File: src/hw/rtl/lvas_pkg.sv
// Shared types, codes and constants of the local variance adaptive smoothing block.
package lvas_pkg;

    localparam int PIX_W      = 8;
    localparam int NUM_CH     = 4;
    localparam int CH_W       = 2;
    localparam int CFG_IDX_W  = 2;
    localparam int CFG_DATA_W = 16;
    localparam int GEO_W      = 11;
    localparam int SIGMA_W    = 16;
    localparam int MAX_HEIGHT = 1024;
    localparam int HGT_W      = 11;
    localparam int ROW_W      = 10;
    localparam int K_W        = 17;

    localparam logic [CFG_IDX_W-1:0] CFG_IMAGE_WIDTH  = 2'd0;
    localparam logic [CFG_IDX_W-1:0] CFG_IMAGE_HEIGHT = 2'd1;
    localparam logic [CFG_IDX_W-1:0] CFG_SIGMA        = 2'd2;

    localparam logic CMD_PIXEL = 1'b0;
    localparam logic CMD_FLUSH = 1'b1;

    localparam logic [GEO_W-1:0]   WIDTH_RESET  = 11'd640;
    localparam logic [GEO_W-1:0]   HEIGHT_RESET = 11'd480;
    localparam logic [SIGMA_W-1:0] SIGMA_RESET  = 16'd289;

    typedef struct packed {
        logic             command;
        logic [PIX_W-1:0] in_ch0;
        logic [PIX_W-1:0] in_ch1;
        logic [PIX_W-1:0] in_ch2;
        logic [PIX_W-1:0] in_ch3;
    } t_in_item;

    typedef struct packed {
        logic [PIX_W-1:0] out_ch0;
        logic [PIX_W-1:0] out_ch1;
        logic [PIX_W-1:0] out_ch2;
        logic [PIX_W-1:0] out_ch3;
        logic             frame_last;
    } t_out_item;

    typedef enum logic [3:0] {
        S_IDLE,
        S_SETUP,
        S_SWEEP,
        S_DRAIN,
        S_MUL,
        S_SUB,
        S_KLOAD,
        S_KRUN,
        S_MLOAD,
        S_MIXMUL,
        S_MIXADD,
        S_OUT
    } t_state;

    typedef struct packed {
        logic take;
        logic setup_step;
        logic sweep;
        logic mul;
        logic sub;
        logic kload;
        logic div_step;
        logic mload;
        logic mixmul;
        logic mixadd;
        logic out_done;
    } t_dp_cmd;

    typedef struct packed {
        logic emit;
        logic setup_last;
        logic sweep_last;
        logic div_last;
        logic ch_last;
    } t_dp_sts;

endpackage

File: src/hw/rtl/lvas_ctrl.sv
// Controller state machine sequencing window sweep, gain and blend per output pixel.
module lvas_ctrl
    import lvas_pkg::*;
(
    input  logic    i_clk,
    input  logic    i_rst_n,
    input  logic    i_in_valid,
    output logic    o_in_ready,
    output logic    o_out_valid,
    input  logic    i_out_ready,
    output t_dp_cmd o_cmd,
    input  t_dp_sts i_sts
);

    t_state r_state;
    t_state n_state;

    // State register
    always_ff @(posedge i_clk) begin
        if (!i_rst_n) begin
            r_state <= S_IDLE;
        end else begin
            r_state <= n_state;
        end
    end

    // Next state and commands
    always_comb begin
        n_state     = r_state;
        o_cmd       = '0;
        o_in_ready  = 1'b0;
        o_out_valid = 1'b0;
        case (r_state)
            S_IDLE: begin
                o_in_ready = 1'b1;
                if (i_in_valid) begin
                    o_cmd.take = 1'b1;
                    if (i_sts.emit) begin
                        n_state = S_SETUP;
                    end
                end
            end
            S_SETUP: begin
                o_cmd.setup_step = 1'b1;
                if (i_sts.setup_last) begin
                    n_state = S_SWEEP;
                end
            end
            S_SWEEP: begin
                o_cmd.sweep = 1'b1;
                if (i_sts.sweep_last) begin
                    n_state = S_DRAIN;
                end
            end
            S_DRAIN: begin
                n_state = S_MUL;
            end
            S_MUL: begin
                o_cmd.mul = 1'b1;
                n_state   = S_SUB;
            end
            S_SUB: begin
                o_cmd.sub = 1'b1;
                n_state   = S_KLOAD;
            end
            S_KLOAD: begin
                o_cmd.kload = 1'b1;
                n_state     = S_KRUN;
            end
            S_KRUN: begin
                o_cmd.div_step = 1'b1;
                if (i_sts.div_last) begin
                    n_state = S_MLOAD;
                end
            end
            S_MLOAD: begin
                o_cmd.mload = 1'b1;
                n_state     = S_MIXMUL;
            end
            S_MIXMUL: begin
                o_cmd.mixmul = 1'b1;
                n_state      = S_MIXADD;
            end
            S_MIXADD: begin
                o_cmd.mixadd = 1'b1;
                n_state      = i_sts.ch_last ? S_OUT : S_MUL;
            end
            S_OUT: begin
                o_out_valid = 1'b1;
                if (i_out_ready) begin
                    o_cmd.out_done = 1'b1;
                    n_state        = S_IDLE;
                end
            end
            default: begin
                n_state = S_IDLE;
            end
        endcase
    end

endmodule

File: config.mk
export PLATFORM = sky130hd
export DESIGN_NAME = lvas_ctrl
export DESIGN_NICKNAME = d
export VERILOG_FILES = /design/src/hw/rtl/lvas_pkg.sv /design/src/hw/rtl/lvas_ctrl.sv
export SDC_FILE = /design/constraint.sdc
export NUM_CORES = 1
export LEC_CHECK = 0
export ABC_AREA = 1
export BUFFER_PORTS_ARGS = -buffer_cell sky130_fd_sc_hd__buf_2
export CAP_MARGIN = 40
export CORE_AREA = 2 2 39 41
export DETAILED_ROUTE_END_ITERATION = 16
export DIE_AREA = 0 0 41 43
export GPL_ROUTABILITY_DRIVEN = 0
export PLACE_DENSITY_LB_ADDON = 0.15
export SKIP_CTS_REPAIR_TIMING = 1
export SLEW_MARGIN = 20
export SYNTH_ARGS = -nofsm -noshare
export SYNTH_HDL_FRONTEND = slang
export SYNTH_SLANG_ARGS = --single-unit
File: constraint.sdc
create_clock -name i_clk -period 2.4 [get_ports i_clk]
set_input_delay 0.12 -clock i_clk [delete_from_list [all_inputs] [get_ports i_clk]]
set_output_delay 0.12 -clock i_clk [all_outputs]
set_load 0.1 [all_outputs]
# Word-level counts from Yosys, hierarchy flattened
# Index checks and enable logic that the tools add are counted.
totals:
  reg_bits: 4
  out_inout_bits: 13
op_classes:
  n_eq_ne: 17
  muxes: 23
  n_reduce_logical: 2
op_table:
  columns: ["op", "count"]
  rows:
  - ["one-hot mux 4 bit (12 select lines)", 1]
  - ["2-to-1 mux 4 bit", 7]
  - ["== test 4 x 3 -> 1 bit (second input constant)", 4]
  - ["== test 4 bit (second input constant)", 4]
  - ["2-to-1 mux 1 bit", 15]
  - ["inequality test 2 bit (second input constant)", 6]
  - ["== test 4 x 2 -> 1 bit (second input constant)", 2]
  - ["AND reduction 6 bit", 1]
  - ["== test 4 x 1 -> 1 bit (second input constant)", 1]
  - ["logical NOT 4 bit", 1]

# Logic depth before layout (Yosys ltp)
logic_depth:
  ltp_word: 3
  mapped_depth: 10
  mapped_depth_nobuf: 10

# Least setup slack after synthesis
# Ideal clock, no wire load.
synth_path:
  kind: "register to output"
  from: "reg r_state[1]"
  to: "out o_cmd[0] (netlist bit)"
  arrival_time_ns: 2.595
  t_required_ns: 2.280
  path_slack_ns: -0.315
  stages_incl_launch_ff: 3
  path_buffers: 0
  cell_sequence: "dfxtp_1 -> nand2_2 -> nor3_1"
synth_lines:
  columns: ["element", "line", "text"]
  rows:
  - ["from (decl)", "lvas_ctrl.sv:15", "t_state r_state;"]
  - ["from (signal assigned)", "lvas_ctrl.sv:23", "r_state <= n_state;"]
  - ["to (decl)", "lvas_ctrl.sv:11", "output t_dp_cmd o_cmd,"]

==> impl_summary.log <==
[metrics] peak per-stage delay on the critical path: between 400 and 500 ps
[metrics] Reg2Reg Capture Point: r_state[3]
[metrics] clock edge transition at the registers on the reported setup and hold paths: around 30 ps
[metrics] type of the worst setup path: register to output pin
[metrics] global-route total usage across every layer: 14.5%
[metrics] die area: around 1800 µm²
[metrics] post-synthesis instance area: 404 µm²
[metrics] post-synthesis area per instance: 4.99 µm²
[metrics] total stage count of the critical path: 3
[metrics] Vias/cell: 4.45
[metrics] TritonCTS clock tree: yes
[metrics] number of placed cells counting well taps: 118
[metrics] detailed-router iteration count before antenna repair: 4
[metrics] max-cap violations: 0
[metrics] cell chain of the critical path: nor2_1, and3_1, buf_2
[metrics] Tmin final: about 1600 ps
[metrics] post-synthesis register bit count: 4
[metrics] Num Clock Sinks: 4
[metrics] deepest level of the CTS H-tree: 1
[metrics] diode insertion count for antenna repair: 0
[metrics] RSZ-0062 raised after global routing: no
[metrics] Row Count: 14
[metrics] final cell count without fillers: 121
[metrics] transition time of the tightest slew-check pin: between 400 and 500 ps
[metrics] worst endpoint data arrival time: about 1500 ps
[metrics] detailed router's first-iteration violation count: 10
[metrics] overall die width: a little over 40 µm
[metrics] Clock Root Buffer: sky130_fd_sc_hd__clkbuf_4
[metrics] maximum fanout encountered on the critical timing path: 6
[metrics] remaining antenna violation count after routing: 0
[metrics] FMAX: ~0.62 GHz
[metrics] Register-to-Register Setup Slack: around 1100 ps
[metrics] Yosys warning count: 0
[metrics] source-to-sink clock delay at the later pin of the worst-skew pair: 230 ps
[metrics] type of origin of the critical path: register
[metrics] Critical-path top delay cell: sky130_fd_sc_hd__buf_2
[metrics] data required time of the worst path: between 2000 and 2500 ps
[metrics] number of distinct library cells after synthesis: 11
[metrics] instance count of the mapped netlist: just over 80
[metrics] final global-route overflow total: 0
[metrics] register ranked first by flip-flop count: r_state
[metrics] crit path capture type: output pin
[metrics] depth of the worst register-to-register path: 9
[metrics] Net count, final: 116
[metrics] sequential cell area fraction in the yosys report: between 10% and 20%
[metrics] number of slew-limit violations in the final report: 0
[metrics] hold path start: i_rst_n
[metrics] pre-CTS worst setup slack: a little over 1000 ps
[metrics] vertical extent of the die: approximately 43 µm
[metrics] result of the run: finished clean
[metrics] final-layout setup total negative slack: 0 ps
[metrics] wire length of the first global-routing pass: approximately 1.8 mm
[metrics] Worst Path Buf+Inv: 1
[metrics] Layout area overhead: 39.6%
[metrics] kind of path behind the tightest hold check: input pin to register
[metrics] starting density of the core: approximately 29%
[metrics] Buffers on Ports: 21
[metrics] number of hold-slack violations in the final timing report: 0
[metrics] via count of the first global-routing pass: 472
[metrics] ratio of final minimum period to clock period: about two thirds
[metrics] largest net degree at the start of global routing: 8
[metrics] fraction of final layout cells with drive strength greater than 1: 31.4%
[metrics] core footprint: 1380 µm²
[metrics] Setup violations, final: 0
[metrics] Via Count: ~540
[metrics] dominant delay contributor by cell family on the critical path: simple AND/OR/NAND/NOR gates
[metrics] Final WS setup: 778 ps
[metrics] Hold Path End: r_state[3]
[metrics] number of placed I/O pins: 22
[metrics] DRC errors left: 0
[metrics] Bufs on Longest Clock Path: 2
[metrics] worst hold path cell count: 3
[metrics] flip-flop count of the largest register after layout: 4
[metrics] TritonCTS Buffers: 3
[metrics] post-DR wirelength/cell: just under 9 µm
[metrics] synthesized net count: 90
[metrics] headroom to the max-slew limit: 67.9%
[metrics] antenna violations before repair: 0
[metrics] reg-to-reg critical path startpoint: r_state[1]
[metrics] largest registers ranked by flip-flop count: r_state (4)
[metrics] Detail Placement HPWL: 896 µm
[metrics] final WL: ~1.1 mm
[metrics] Fin Clk Skew: between 3 and 4 ps
## synth_stat cells
master                    instances  share of area, %
sky130_fd_sc_hd__a21oi_1          3               3.7
sky130_fd_sc_hd__and3_1           1               1.5
sky130_fd_sc_hd__dfxtp_1          4                20
sky130_fd_sc_hd__inv_1           18                17
sky130_fd_sc_hd__nand2_1         17                16
sky130_fd_sc_hd__nand2_2          4               6.2
sky130_fd_sc_hd__nand3_1          6               7.4
sky130_fd_sc_hd__nor2_1          21                20
sky130_fd_sc_hd__nor2_2           2               3.1
sky130_fd_sc_hd__nor3_1           3               3.7
sky130_fd_sc_hd__o21ai_0          2               2.5
## layout make-up
type	instances	area (µm²)
fill	172	820
tap	16	20.0
sequential	4	80.1
clock buffer	3	22.5
inverter	18	67.6
multi-input combinational	59	269
timing repair buffer	21	105
## cell usage in the layout, fill, tap and decap left out
cell type                   n
sky130_fd_sc_hd__a21oi_1    3
sky130_fd_sc_hd__and3_1     1
sky130_fd_sc_hd__buf_2     21
sky130_fd_sc_hd__clkbuf_4   3
sky130_fd_sc_hd__dfxtp_1    4
sky130_fd_sc_hd__inv_1     18
sky130_fd_sc_hd__nand2_1   17
sky130_fd_sc_hd__nand2_2    4
sky130_fd_sc_hd__nand3_1    6
sky130_fd_sc_hd__nor2_1    20
sky130_fd_sc_hd__nor2_2     3
sky130_fd_sc_hd__nor3_1     1
sky130_fd_sc_hd__nor3_2     2
sky130_fd_sc_hd__o21ai_0    2
## routing by layer
layer / vias up / GRT usage [%] / wire length [µm]
met5: - / 0 / 0
met4: 0 / 6.00 / 0
met3: 0 / 4.71 / 55
met2: 14 / 21.6 / 489
met1: 234 / 18.5 / 508
li1: 290 / - / -
## worst max-delay path by stage
stage | endpoint | start
6_report | o_cmd[10] | r_state[2]
5_1_grt | o_cmd[10] | r_state[2]
4_1_cts | o_cmd[10] | r_state[2]
3_5_place_dp | o_cmd[10] | r_state[2]
3_3_place_gp | o_cmd[10] | r_state[2]
2_1_floorplan | r_state[3] | r_state[0]
## worst min-delay path: stages
cell and delay, ps:
sky130_fd_sc_hd__buf_2 110, sky130_fd_sc_hd__nand2_1 60, sky130_fd_sc_hd__nor2_1 30
## logic make-up (layout without fill, tap and decap cells)
logic type	Yosys count	after routing	share of synthesized area [%]
flops	4	4	19.8
compound gates	5	5	6.19
simple gates	54	54	57.3
buf+inv	18	42	16.7
## per-stage QoR
| stage | instance area [µm²] | hold slack (ps) | utilization, % |
|---|---|---|---|
| 2_1_floorplan | 417 | 240 | - |
| 3_3_place_gp | 542 | 378 | 39.2 |
| 4_1_cts | 564 | 137 | 40.8 |
| 6_report | 564 | 142 | 40.8 |
| 5_1_grt | 564 | 154 | 40.8 |
| 3_5_place_dp | 542 | 378 | 39.2 |
Power is not shown: default switching activity piles up to over one toggle a cycle in this logic, so the estimate is an artifact.
